### src/design/dfd_pkg.sv
`timescale 1ns / 1ps
package dfd_pkg;
    localparam int unsigned CoordW = 16;
    localparam int unsigned SqW    = 33;
    localparam int unsigned CellW  = 34;
    localparam int unsigned RootW  = 17;
    localparam logic [1:0] STATUS_OK    = 2'd0;
    localparam logic [1:0] STATUS_DROP  = 2'd1;
    localparam logic [1:0] STATUS_EMPTY = 2'd2;

    // One command from the front to the back.
    typedef struct packed {
        logic              is_b;
        logic              last;
        logic [CoordW-1:0] x;
        logic [CoordW-1:0] y;
    } cmd_t;
endpackage

### src/design/dfd_queue.sv
`timescale 1ns / 1ps
module dfd_queue (
    input  logic          aclk,
    input  logic          aresetn,
    input  logic          in_valid,
    output logic          in_ready,
    input  dfd_pkg::cmd_t in_cmd,
    output logic          out_valid,
    input  logic          out_ready,
    output dfd_pkg::cmd_t out_cmd
);
    import dfd_pkg::*;
    cmd_t       slot_reg [2];
    logic       wptr_reg, wptr_next, rptr_reg, rptr_next;
    logic [1:0] cnt_reg, cnt_next;
    logic       push, pop;

    assign in_ready  = (cnt_reg != 2'd2);
    assign out_valid = (cnt_reg != 2'd0);
    assign out_cmd   = slot_reg[rptr_reg];
    assign push      = in_valid && in_ready;
    assign pop       = out_valid && out_ready;

    // Two-entry queue pointers.
    always_comb begin
        wptr_next = wptr_reg ^ push;
        rptr_next = rptr_reg ^ pop;
        cnt_next  = cnt_reg + {1'b0, push} - {1'b0, pop};
    end

    always_ff @(posedge aclk) begin
        if (!aresetn) begin
            wptr_reg <= 1'b0;
            rptr_reg <= 1'b0;
            cnt_reg  <= 2'd0;
        end else begin
            wptr_reg <= wptr_next;
            rptr_reg <= rptr_next;
            cnt_reg  <= cnt_next;
        end
    end

    always_ff @(posedge aclk) begin
        if (push) begin
            slot_reg[wptr_reg] <= in_cmd;
        end
    end
endmodule

### config.mk
export PLATFORM = sky130hd
export DESIGN_NAME = dfd_queue
export DESIGN_NICKNAME = d
export VERILOG_FILES = /design/src/design/dfd_pkg.sv /design/src/design/dfd_queue.sv
export SDC_FILE = /design/constraint.sdc
export NUM_CORES = 1
export LEC_CHECK = 0
export BUFFER_PORTS_ARGS = -buffer_cell sky130_fd_sc_hd__buf_2
export CELL_PAD_IN_SITES_DETAIL_PLACEMENT = 1
export CELL_PAD_IN_SITES_GLOBAL_PLACEMENT = 2
export CORE_ASPECT_RATIO = 0.75
export CORE_UTILIZATION = 40
export CTS_CLUSTER_DIAMETER = 120
export DETAILED_ROUTE_END_ITERATION = 8
export GPL_ROUTABILITY_DRIVEN = 0
export MAX_ROUTING_LAYER = met4
export PLACE_DENSITY_LB_ADDON = 0.1
export REMOVE_ABC_BUFFERS = 1
export SLEW_MARGIN = 15
export SYNTH_ARGS = -nofsm -noshare
export SYNTH_HDL_FRONTEND = slang
export SYNTH_SLANG_ARGS = --single-unit
### constraint.sdc
create_clock -name aclk -period 4.11 [get_ports aclk]
set_clock_uncertainty 0.05 [all_clocks]
set_input_delay 0.411 -clock aclk [delete_from_list [all_inputs] [get_ports aclk]]
set_output_delay 0.411 -clock aclk [all_outputs]
set_load 0.03 [all_outputs]
## After elaboration in Yosys (flattened, before gate mapping)

Memories as Yosys holds them, arrays and structs flattened. A register that Yosys moved wholly into a read port is not among the register bits.
Cells that the tools add are included.

| word-level totals | value |
|---|---|
| register bits | 4 |
| latch bits | 0 |
| bits in writable memories | 68 |
| memory bits (read-only) | 0 |
| bits of input ports | 38 |
| output and inout port bits | 36 |
| word-level logic and storage cells | 15 |
| memories | 1 |

| operators by class | value |
|---|---|
| $add $sub $neg | 2 |
| multipliers | 0 |
| divide/modulo/power cells | 0 |
| order comparisons | 0 |
| equal/unequal tests | 1 |
| shift-type cells | 0 |
| mux-type cells | 3 |
| bitwise logic cells | 2 |
| reduce and logical (&&, ||, !) cells | 3 |

Memory list:

| name | depth | bits a word | read ports | clocked after Yosys merged registers in | wr ports | line | RTL |
|---|---|---|---|---|---|---|---|
| slot_reg | 2 | 34 | 1 | 1 | 1 | dfd_queue.sv:13 | `cmd_t slot_reg [2];` |

Operator list:

| kind | number |
|---|---|
| 1-bit two-way mux | 3 |
| 2-bit by 1-bit adder with 2-bit output | 1 |
| 1-bit logical AND | 2 |
| 2-bit inequality test (second input constant) | 1 |
| 2-bit nonzero test | 1 |
| 2-bit by 1-bit subtractor with 2-bit output | 1 |
| 1-bit XOR | 2 |

## Depth between registers and ports, before layout

Gate-level depths: netlist (run 1).

| logic depth | value |
|---|---|
| depth in word-level cells | 4 |
| depth in mapped cells | 6 |
| depth with buffers taken out | 6 |

## Worst setup path after synthesis (run 1)

No wires, ideal clock.

| timing path | value |
|---|---|
| path type | register to register |
| start point | register cnt_reg[0] |
| end point | memory slot_reg[0][0] in the netlist's numbering (enable) |
| setup time | 394 ps |
| arrival | 1787 ps |
| data required time | 3666 ps |
| setup slack | 1879 ps |
| cell stages (with the launch flop) | 4 |
| buffers on the path | 0 |
| period minus slack after synthesis | 2231 ps |
| path through | dfxtp_1 > nand2b_1 > and2_1 > ha_1 |

| on the way | value |
|---|---|
| cells in the longest elaborated chain, start to end | 4 |

Ends and longest elaborated chain:

| item | line | RTL |
|---|---|---|
| from (decl) | dfd_queue.sv:15 | `logic [1:0] cnt_reg, cnt_next;` |
| from (signal assigned) | dfd_queue.sv:39 | `cnt_reg <= cnt_next;` |
| 2-bit inequality test | dfd_queue.sv:18 | `assign in_ready = (cnt_reg != 2'd2);` |
| via in_ready | dfd_queue.sv:6 | `output logic in_ready,` |
| 1-bit logical AND | dfd_queue.sv:21 | `assign push = in_valid && in_ready;` |
| 1-bit two-way mux | dfd_queue.sv:44 | `if (push) begin` |
| 1-bit two-way mux (implied by the code) | dfd_queue.sv:45 | `slot_reg[wptr_reg] <= in_cmd;` |
| to (decl) | dfd_queue.sv:13 |  |

The timed path passes the listed nets, and every way through them passes these cells.

==> reports/results.ini, run 1 <==
[sta]
worst_pin_slew_ns = 0.869
rsz0062_at_grt = false
fmax_ghz = 0.441
max-slew-margin-rel = 0.420
hold_violations = 0
period_needed_ns = 2.27
setup_viol = 0
whs_ns = 0.214
fin_tns_setup_ns = 0
drv_slew = 0
min_period_over_period = 0.552

[routing]
dr.pass1.iters = 4
vias = 1411
drt_iter0_drc = 26
avgRoutedWirePerCell_um = 15.6
drc = 0
via_per_inst = 4.70
wirelength_um = 4690
drtAntennaViolNets = 0

[power]
p_leak_nw = 1.26
power_density_nw_per_um2 = 602
ir_drop_v = 0.000266

[global_route]
antenna_found_initial = 0
grt_max_degree = 35
grt_pass1_wl_um = 7470
gr-total-overflow = 0
grt_use_total = 0.148
grt_pass1_vias = 1563

[worst_setup_path]
cp-start-kind = register
crit_path_end_kind = output pin
path_cells = mux2_2 -> buf_2
worst-path-stages = 2
path_max_fanout = 34
cp_slowest_cell = dfxtp_2
cp_top_family = flip-flops
path_buf_inv = 1
required_ns = 3.65
max_stage_delay_ns = 0.86
crit_type = reg -> out
r2r_slack_ns = 2.17
cp.arrival_ns = 1.81
reg2regPathDepth = 3

[logic_synthesis]
synthFlopType = edfxtp_1
synth_area_um2 = 2730
synth_common_cells = edfxtp_1 (68), mux2_2 (34), dfxtp_1 (5), and2_1 (4), buf_6 (3)
synth_compound_area_frac = 0.0133
netlist.area_leader.share = 0.749
synthArstFlopShare = 0
synth_cells = 135
synth_top_cells_by_area = edfxtp_1 (75%), mux2_2 (14%), dfxtp_1 (3.7%), buf_6 (1.2%), and2_1 (0.92%)
synth.ff_latch_count = 73
syn_avg_cell_area_um2 = 20.2
synth_top_area_cell = edfxtp_1
synth_top_family_by_area = multiplexers
synth_fa_ha_area_frac = 0.00917
synth-edff-count = 68
synthMuxAreaShare = 0.144
synth_simple_gate_area_frac = 0.0294
yosys_warnings = 0
synth.most_common_cell = edfxtp_1
synth_xor_xnor_area_share = 0.00321
yosysUniqueCellTypes = 22
ys_seq_area_frac = 0.785

[layout]
final_nets = 255
final_util = 0.518
syn_to_final_growth_pct = 22.3
drive_above_1_share = 0.562
num-fill-cells = 632
antennaDiodeCount = 0
largest_reg_flops = 68

[floorplanning]
initial_core_util = 0.423
core_um2 = 6440
ios = 74
die_y_um = 73.5
die_x_um = 97.4
rows = 25
dieArea_um2 = 7160

[clocking]
clock-sinks = 73
clkLatencyLatePin_ns = 0.33
cts_buffers = 9
holdBufCountCts = 0
clock-root-buffer = clkbuf_8
post_cts.repair.setup_buffers = 0
cts_tree = done
cts_htree_levels = 3
post_cts_resized = 0
ctsLongestPathBuffers = 2
clk_pin_slew_ns = 0.07

[worst_hold_path]
hp-class = in -> reg
min_delay_path_depth = 1

[placed_design]
dp_hpwl_um = 3090
io_buffers = 73

[job]
max_cap_violations = 0

[status]
outcome = complete, no violations

## worst register-to-register path, cell delays in order (launching register included)
cell and delay, ns:
dfxtp_1 0.45, nand2b_1 0.17, and2_1 0.13, ha_2 0.75
## cell families (layout without fill, tap and decap cells)
kind of cell               after synthesis  in the layout
and+or+nand+nor                         14             14
adders and majority gates                2              2
DFF                                     73             73
xor gates and xnor gates                 1              1
AOI/OAI and AO/OA                        5              5
muxes                                   35             35
buffers and inverters                    5             89
## through the flow
stage / power, mW / instance area, µm² / worst slack, ns / cells
4_1_cts: 2.04 / 3340 / 1.77 / 300
5_1_grt: 2.11 / 3340 / 1.70 / 300
3_5_place_dp: 1.54 / 3160 / 2.15 / 285
2_1_floorplan: 1.38 / 2690 / 1.88 / 131
6_report: 2.01 / 3340 / 1.84 / 300
3_3_place_gp: 1.52 / 3160 / 2.18 / 285
## final timing paths
kind,startpoint,end
min reg2reg,wptr_reg$_SDFF_PN0_,wptr_reg$_SDFF_PN0_
min,in_cmd[10],slot_reg[0][10]$_DFFE_PP_
max,register,out_cmd[5]
max reg2reg,cnt_reg[0]$_SDFF_PN0_,slot_reg[0][30]$_DFFE_PP_
## placed cells by master (no fill, tap or decap)
master     Yosys  layout
or2_2          1       1
nor2_1         2       2
mux2i_1        1       1
dfxtp_2        0       1
o21ai_0        2       2
a32oi_1        1       1
edfxtp_1      68      68
ha_1           2       1
nor2b_1        2       2
xnor2_1        1       1
a21bo_1        1       1
clkinv_1       0       2
bufinv_16      0       1
nand2_1        1       1
and3_2         0       1
or2b_1         1       1
a211oi_1       1       1
clkinv_2       0       2
nand2b_1       1       1
nand3_1        1       1
inv_1          1       1
clkbuf_1       0       1
mux2_2        34      34
buf_2          1      73
dfxtp_1        5       4
and2_1         4       4
clkbuf_8       0       9
ha_2           0       1
## cell type report
cell class | count | area [µm²] | share of cell area
flip-flops and latches | 73 | 2140 | 0.643
multi-input cells | 57 | 547 | 0.164
repair buffers | 73 | 365 | 0.110
clock buffers | 10 | 128 | 0.0383
well taps | 81 | 101 | 0.0304
clock inverters | 5 | 47.5 | 0.0143
inverters | 1 | 3.75 | 0.00113
## metal layers
| metal | vias up | global-route usage | wire, µm |
|---|---|---|---|
| met5 | - | - | 0 |
| met4 | 0 | 0.0588 | 59 |
| met3 | 6 | 0.0723 | 332 |
| met2 | 49 | 0.251 | 2380 |
| met1 | 677 | 0.151 | 1920 |
| li1 | 679 | - | - |
## power by group
group	switching (mW)	internal [mW]	total [mW]
clock network	0.226	0.271	0.496
logic	0.326	0.198	0.524
registers	0.0660	0.923	0.989
Note: power is estimated with default switching activity, not from simulation.
==> run 2: changes to the inputs <==
ABC_AREA = 1   (was default)
CORE_UTILIZATION = 37   (was 40)
clock period = 2.1 ns   (was 4.11 ns; I/O delays follow)
==> run 2 against run 1 <==
Effect of this change: via count up 9.1%; largest power group unchanged; wire length increased by 6.3%; largest cell class unchanged; power is 140% higher; critical endpoint is now out_cmd[2]; cell area grew 15%; count of clock-buffer cells in the layout stayed put; worst hold slack worse by 0.19 ns; area after synthesis grew 4.6%; cell count increased by 20%; register-to-register slack got worse by 1.7 ns; die area increased by 13%.
==> reports/results.ini, run 2 <==
[routing]
drc = 0  ; unchanged
drtAntennaViolNets = 0  ; unchanged
vias = 1540  ; was 1411
avgRoutedWirePerCell_um = 13.9  ; was 15.6 µm
dr.pass1.iters = 4  ; unchanged
drt_iter0_drc = 46  ; was 26
wirelength_um = 4990  ; was 4690 µm
via_per_inst = 4.29  ; was 4.70

[floorplanning]
die_y_um = 78.0  ; was 73.5 µm
core_um2 = 7400  ; was 6440 µm²
ios = 74  ; unchanged
dieArea_um2 = 8070  ; was 7160 µm²
die_x_um = 103  ; was 97.4 µm
rows = 27  ; was 25
initial_core_util = 0.386  ; was 0.423

[sta]
max-slew-margin-rel = 0.822  ; was 0.420
setup_slack_ns = 0.347  ; was 1.84 ns
worst_pin_slew_ns = 0.268  ; was 0.869 ns
min_period_over_period = 0.835
whs_ns = 0.0238  ; was 0.214 ns
setup_viol = 0  ; unchanged
hold_violations = 0  ; unchanged
rsz0062_at_grt = false  ; unchanged
drv_slew = 0  ; unchanged
period_needed_ns = 1.75
fmax_ghz = 0.571

[clocking]
clkLatencyLatePin_ns = 0.33  ; about the same
clock-root-buffer = clkbuf_8  ; unchanged
clk_pin_slew_ns = 0.07  ; about the same
cts_tree = done  ; unchanged
ctsLongestPathBuffers = 2  ; unchanged
cts_htree_levels = 3  ; unchanged
post_cts.repair.setup_buffers = 0  ; unchanged
clock-sinks = 73  ; unchanged
cts_buffers = 9  ; unchanged

[layout]
mostFrequentLayoutCells = buf_2 (73), edfxtp_1 (68), mux2_4 (30)  ; was buf_2 (73), edfxtp_1 (68), mux2_2 (34)
layout_commonest_cell = buf_2  ; unchanged
drive_above_1_share = 0.504  ; was 0.562
antennaDiodeCount = 0  ; unchanged
final_util = 0.516  ; was 0.518
syn_to_final_growth_pct = 33.9  ; was 22.3%
final_nets = 293  ; was 255
largest_reg_flops = 68  ; unchanged

[worst_setup_path]
path_max_fanout = 34  ; unchanged
cp.arrival_ns = 1.49  ; was 1.81 ns
r2r_end = cnt_reg[1]$_SDFF_PN0_  ; was slot_reg[0][30]$_DFFE_PP_
r2r-start = cnt_reg[0]$_SDFF_PN0_  ; unchanged
crit_path_end_kind = output pin  ; unchanged
cp-start-kind = register  ; unchanged
reg2regPathDepth = 10  ; was 3
required_ns = 1.84  ; was 3.65 ns
r2r_slack_ns = 0.48  ; was 2.17 ns
crit_type = reg -> out  ; unchanged

[status]
outcome = complete, no violations  ; unchanged

[power]
power_density_nw_per_um2 = 1240  ; was 602 nW/µm²
power.total_mw = 4.75  ; was 2.01 mW
ir_drop_v = 0.000486  ; was 0.000266 V
p_leak_nw = 1.53  ; was 1.26 nW

[logic_synthesis]
synth_top_cells_by_area = edfxtp_1 (72%), mux2_4 (16%), dfxtp_1 (3.5%), buf_12 (2.1%), mux2_2 (1.6%)  ; was edfxtp_1 (75%), mux2_2 (14%), dfxtp_1 (3.7%), buf_6 (1.2%), and2_1 (0.92%)
synth_cells = 142  ; was 135
synthFlopType = edfxtp_1  ; unchanged
synth.ff_latch_count = 73  ; unchanged
synth.most_common_cell = edfxtp_1  ; unchanged
synth_common_cells = edfxtp_1 (68), mux2_4 (30), inv_1 (9), nand2_1 (9), nor2_1 (7)  ; was edfxtp_1 (68), mux2_2 (34), dfxtp_1 (5), and2_1 (4), buf_6 (3)
synth-edff-count = 68  ; unchanged
syn_avg_cell_area_um2 = 20.1  ; was 20.2 µm²
ys_seq_area_frac = 0.751  ; was 0.785
netlist.area_leader.share = 0.716  ; was 0.749
synth_area_um2 = 2850  ; was 2730 µm²
yosys_warnings = 0  ; unchanged
yosysUniqueCellTypes = 14  ; was 22
synthArstFlopShare = 0  ; unchanged
synth_top_area_cell = edfxtp_1  ; unchanged

[placed_design]
place_ws_ns = 0.451  ; was 2.15 ns
io_buffers = 73  ; unchanged
dp_hpwl_um = 3330  ; was 3090 µm

[global_route]
grt_pass1_vias = 1631  ; was 1563
grt_max_degree = 35  ; unchanged
antenna_found_initial = 0  ; unchanged
grt_use_total = 0.138  ; was 0.148
gr-total-overflow = 0  ; unchanged
grt_pass1_wl_um = 7750  ; was 7470 µm

[worst_hold_path]
min_delay_path_depth = 1  ; unchanged
hp-class = in -> reg  ; unchanged
hold_end = slot_reg[0][11]$_DFFE_PP_  ; was slot_reg[0][10]$_DFFE_PP_
hold_start = in_cmd[11]  ; was in_cmd[10]

[job]
max_cap_violations = 0  ; unchanged

run 2: changes by cell type after synthesis, sizes merged, moves of 2 or more:
cell / previous run / this run
nand2: 1 / 9
o21ai: 2 / 0
and2: 4 / 0
nor2b: 2 / 0
inv: 1 / 9
nor2: 2 / 8
run 2: where the power goes:
group	switching [mW]	internal, mW	leakage [nW]
Combinational	0.987	0.656	0.752
Clock	0.475	0.662	0.106
Sequential	0.0772	1.89	0.677
Total	1.54	3.21	1.53
run 2: metrics by stage:
step | instances | area (µm²) | TNS [ns]
2_1_floorplan | 138 | 2780 | -24.46
3_5_place_dp | 316 | 3340 | 0
6_report | 359 | 3820 | 0
3_3_place_gp | 316 | 3340 | 0
4_1_cts | 352 | 3750 | 0
5_1_grt | 359 | 3820 | 0
run 2: worst max path at each step:
stage	startpoint	to	cells past startpoint
finish	register	out_cmd[2]	3
global route	cnt_reg[0]$_SDFF_PN0_	cnt_reg[1]$_SDFF_PN0_	10
CTS	register	out_cmd[2]	3
detailed placement	cnt_reg[0]$_SDFF_PN0_	cnt_reg[1]$_SDFF_PN0_	10
global placement	cnt_reg[0]$_SDFF_PN0_	slot_reg[0][25]$_DFFE_PP_	6
floorplan	cnt_reg[0]$_SDFF_PN0_	slot_reg[1][0]$_DFFE_PP_	4
run 2: repair_timing:
| action | CTS | global route |
|---|---|---|
| hold endpoints to repair | 39 | 14 |
| resized for setup | 0 | 0 |
| hold buffers | 20 | 7 |
run 2: worst max-delay path, cell delays in order, from the launching register on:
cell and delay [ns]:
dfxtp_2 0.34, buf_12 0.26, mux2_2 0.37, buf_2 0.18
run 2: cell families after synthesis:
family | share of synthesized area
adder cells (fa/ha/maj) | 0.00877
buffers and inverters | 0.0368
flip-flops | 0.751
AND/OR/NAND/NOR | 0.0250
XOR/XNOR | 0.00307
multiplexers | 0.174
AO/OA/AOI/OAI | 0.00175
run 2: final cells by class:
class	count	area, µm²
timing repair buffer	104	691
clock buffer	10	128
clock inverter	6	82.6
tap	101	126
fill	752	3580
inverter	9	33.8
multi-input combinational	56	616
sequential	73	2140
run 2: layer usage:
metal,GRT usage,up-vias,wire (µm)
li1,-,749,-
met1,0.155,738,2120
met3,0.0597,6,311
met2,0.223,47,2500
met4,0.0423,0,51
met5,-,-,0
==> run 3: changes to the inputs <==
ABC_AREA = 0   (was 1)
CORE_UTILIZATION = 33   (was 37)
clock period = 1.5 ns   (was 2.1 ns; I/O delays follow)
==> run 3 against run 2 <==
Effect of this change: the flow now finishes with violations (negative setup slack); clock power increased by 40%; critical path depth unchanged; die area increased by 7.0%; count of clock-buffer cells in the layout unchanged; register-to-register slack got worse by 0.37 ns; combinational power grew 30%; sequential share of layout area decreased by 3.3 points; critical path type unchanged.
==> reports/results.ini, run 3 (synthesis results as in run 1) <==
[power]
p_comb_frac = 0.336  ; was 0.346
p_int_mw = 4.47  ; was 3.21 mW
share_seq_of_total_power = 0.412  ; was 0.414
switchingPower_mw = 1.88  ; was 1.54 mW
power_density_nw_per_um2 = 1560  ; was 1240 nW/µm²
ir_drop_v = 0.000717  ; was 0.000486 V
switching_share = 0.297  ; was 0.324
p_leak_nw = 1.57  ; was 1.53 nW
clockPowerShare = 0.252  ; was 0.240
power.total_mw = 6.35  ; was 4.75 mW

[placed_design]
placed_area_um2 = 3270  ; was 3340 µm²
placedCellCount = 315  ; was 316
dp_hpwl_um = 3490  ; was 3330 µm
io_buffers = 73  ; unchanged

[routing]
vias = 1625  ; was 1540
dr.pass1.iters = 3  ; was 4
drtAntennaViolNets = 0  ; unchanged
wirelength_um = 5510  ; was 4990 µm
via_per_inst = 4.44  ; was 4.29
drt_iter0_drc = 27  ; was 46
avgRoutedWirePerCell_um = 15.1  ; was 13.9 µm
drc = 0  ; unchanged

[worst_setup_path]
max_stage_delay_ns = 0.39  ; was 0.37 ns
cp.arrival_ns = 1.41  ; was 1.49 ns
path_max_fanout = 12  ; was 34
cp_slowest_cell = dfxtp_4  ; was mux2_2
required_ns = 1.30  ; was 1.84 ns
crit_path_end_kind = output pin  ; unchanged
cp-start-kind = register  ; unchanged
path_cells = clkbuf_16 -> mux2_2 -> buf_6  ; was buf_12 -> mux2_2 -> buf_2
crit_type = reg -> out  ; unchanged

[layout]
antennaDiodeCount = 0  ; unchanged
syn_to_final_growth_pct = 49.4  ; was 33.9%
mostFrequentLayoutCells = edfxtp_1 (68), buf_2 (48), dlygate4sd3_1 (34)  ; was buf_2 (73), edfxtp_1 (68), mux2_4 (30)
final_area_um2 = 4070  ; was 3820 µm²
largest_reg_flops = 68  ; unchanged
finalNonFillerCells = 366  ; was 359
final_nets = 296  ; was 293
drive_above_1_share = 0.513  ; was 0.504
layout_commonest_cell = edfxtp_1  ; was buf_2

[sta]
fin_tns_setup_ns = -2.91  ; was 0 ns
whs_ns = 0.0434  ; was 0.0238 ns
fmax_ghz = 0.620
drv_slew = 0  ; unchanged
period_needed_ns = 1.61
min_period_over_period = 1.08
max-slew-margin-rel = 0.839  ; was 0.822
worst_pin_slew_ns = 0.241  ; was 0.268 ns
hold_violations = 0  ; unchanged
setup_viol = 34  ; was 0
rsz0062_at_grt = true  ; was false
setup_slack_ns = -0.114  ; was 0.347 ns

[floorplanning]
rows = 28  ; was 27
initial_core_util = 0.343  ; was 0.386
dieArea_um2 = 8640  ; was 8070 µm²
die_x_um = 107  ; was 103 µm
ios = 74  ; unchanged
core_um2 = 7950  ; was 7400 µm²
die_y_um = 80.7  ; was 78.0 µm

[job]
max_cap_violations = 0  ; unchanged

[global_route]
top_usage_layer = met2  ; unchanged
antenna_found_initial = 0  ; unchanged
grt_use_met1 = 0.144  ; was 0.155
met3_usage = 0.0570  ; was 0.0597
grt_use_total = 0.139  ; was 0.138
grt_max_degree = 35  ; unchanged
grt_pass1_wl_um = 8480  ; was 7750 µm
grt_pass1_vias = 1755  ; was 1631
grt_util_met2 = 0.243  ; was 0.223
gr-total-overflow = 0  ; unchanged

[clocking]
post_cts.repair.setup_buffers = 0  ; unchanged
clock-sinks = 73  ; unchanged
cts_tree = done  ; unchanged
cts_buffers = 9  ; unchanged
clock-root-buffer = clkbuf_8  ; unchanged
cts_htree_levels = 3  ; unchanged
clkLatencyLatePin_ns = 0.33  ; about the same
clk_pin_slew_ns = 0.07  ; about the same
ctsLongestPathBuffers = 2  ; unchanged

[status]
outcome = complete, but fails checks  ; was complete, no violations
violations = negative setup slack

[worst_hold_path]
hp-class = in -> reg  ; unchanged

## run 3: cell count changes in the layout (fill, tap and decap cells not counted), sizes merged, moves of 4 or more
cell,delta
inv,-8
nand2,-8
dlygate4sd3,+7
nor2,-6
and2,+4
## run 3: final timing paths
check	from	cells past startpoint	endpoint	slack (ns)
setup reg to reg	cnt_reg[0]$_SDFF_PN0_	4	slot_reg[0][5]$_DFFE_PP_	0.11
hold / removal	aresetn	2	cnt_reg[0]$_SDFF_PN0_	0.04
hold reg to reg	wptr_reg$_SDFF_PN0_	3	wptr_reg$_SDFF_PN0_	0.55
setup / recovery	register	3	out_cmd[28]	-0.11
## run 3: layout make-up
| class | count | area [µm²] |
|---|---|---|
| fillers | 775 | 3880 |
| flip-flops and latches | 73 | 2150 |
| repair buffers | 114 | 970 |
| multi-input cells | 57 | 609 |
| well taps | 105 | 131 |
| clock buffers | 10 | 128 |
| clock inverters | 6 | 82.6 |
| inverters | 1 | 3.75 |
## run 3: worst max-delay path: cells and delay by family, from the launching register on
family	cells	cell delay, ns
flip-flops	1	0.39
buffers and inverters	2	0.33
multiplexers	1	0.35
## run 3: through the flow
step           worst slack, ns   util
2_1_floorplan           -0.731      -
3_3_place_gp             0.135  0.412
3_5_place_dp            0.0275  0.412
4_1_cts                 -0.152  0.496
5_1_grt                 -0.167  0.512
6_report                -0.114  0.512
## run 3: power by group through the flow
stage          Combinational, mW  Sequential [mW]  Clock [mW]
5_1_grt                     2.27             2.64        1.72
3_5_place_dp                1.70             2.64           0
4_1_cts                     1.97             2.60        1.65
2_1_floorplan               1.08             2.69           0
3_3_place_gp                1.66             2.62           0
6_report                    2.13             2.61        1.60
## run 3: per-layer routing
| metal | wire, µm | part of all wire |
|---|---|---|
| met5 | 0 | 0 |
| met3 | 292 | 0.053 |
| met2 | 2830 | 0.51 |
| met1 | 2330 | 0.42 |
| met4 | 57 | 0.010 |
## run 3: what timing repair did
item / 4_1_cts / 5_1_grt
gates cloned: 0 / 1
gates resized for setup: 40 / 32
hold endpoints to repair: 68 / 0
setup endpoints to repair: 34 / 36
hold buffers: 34 / 0
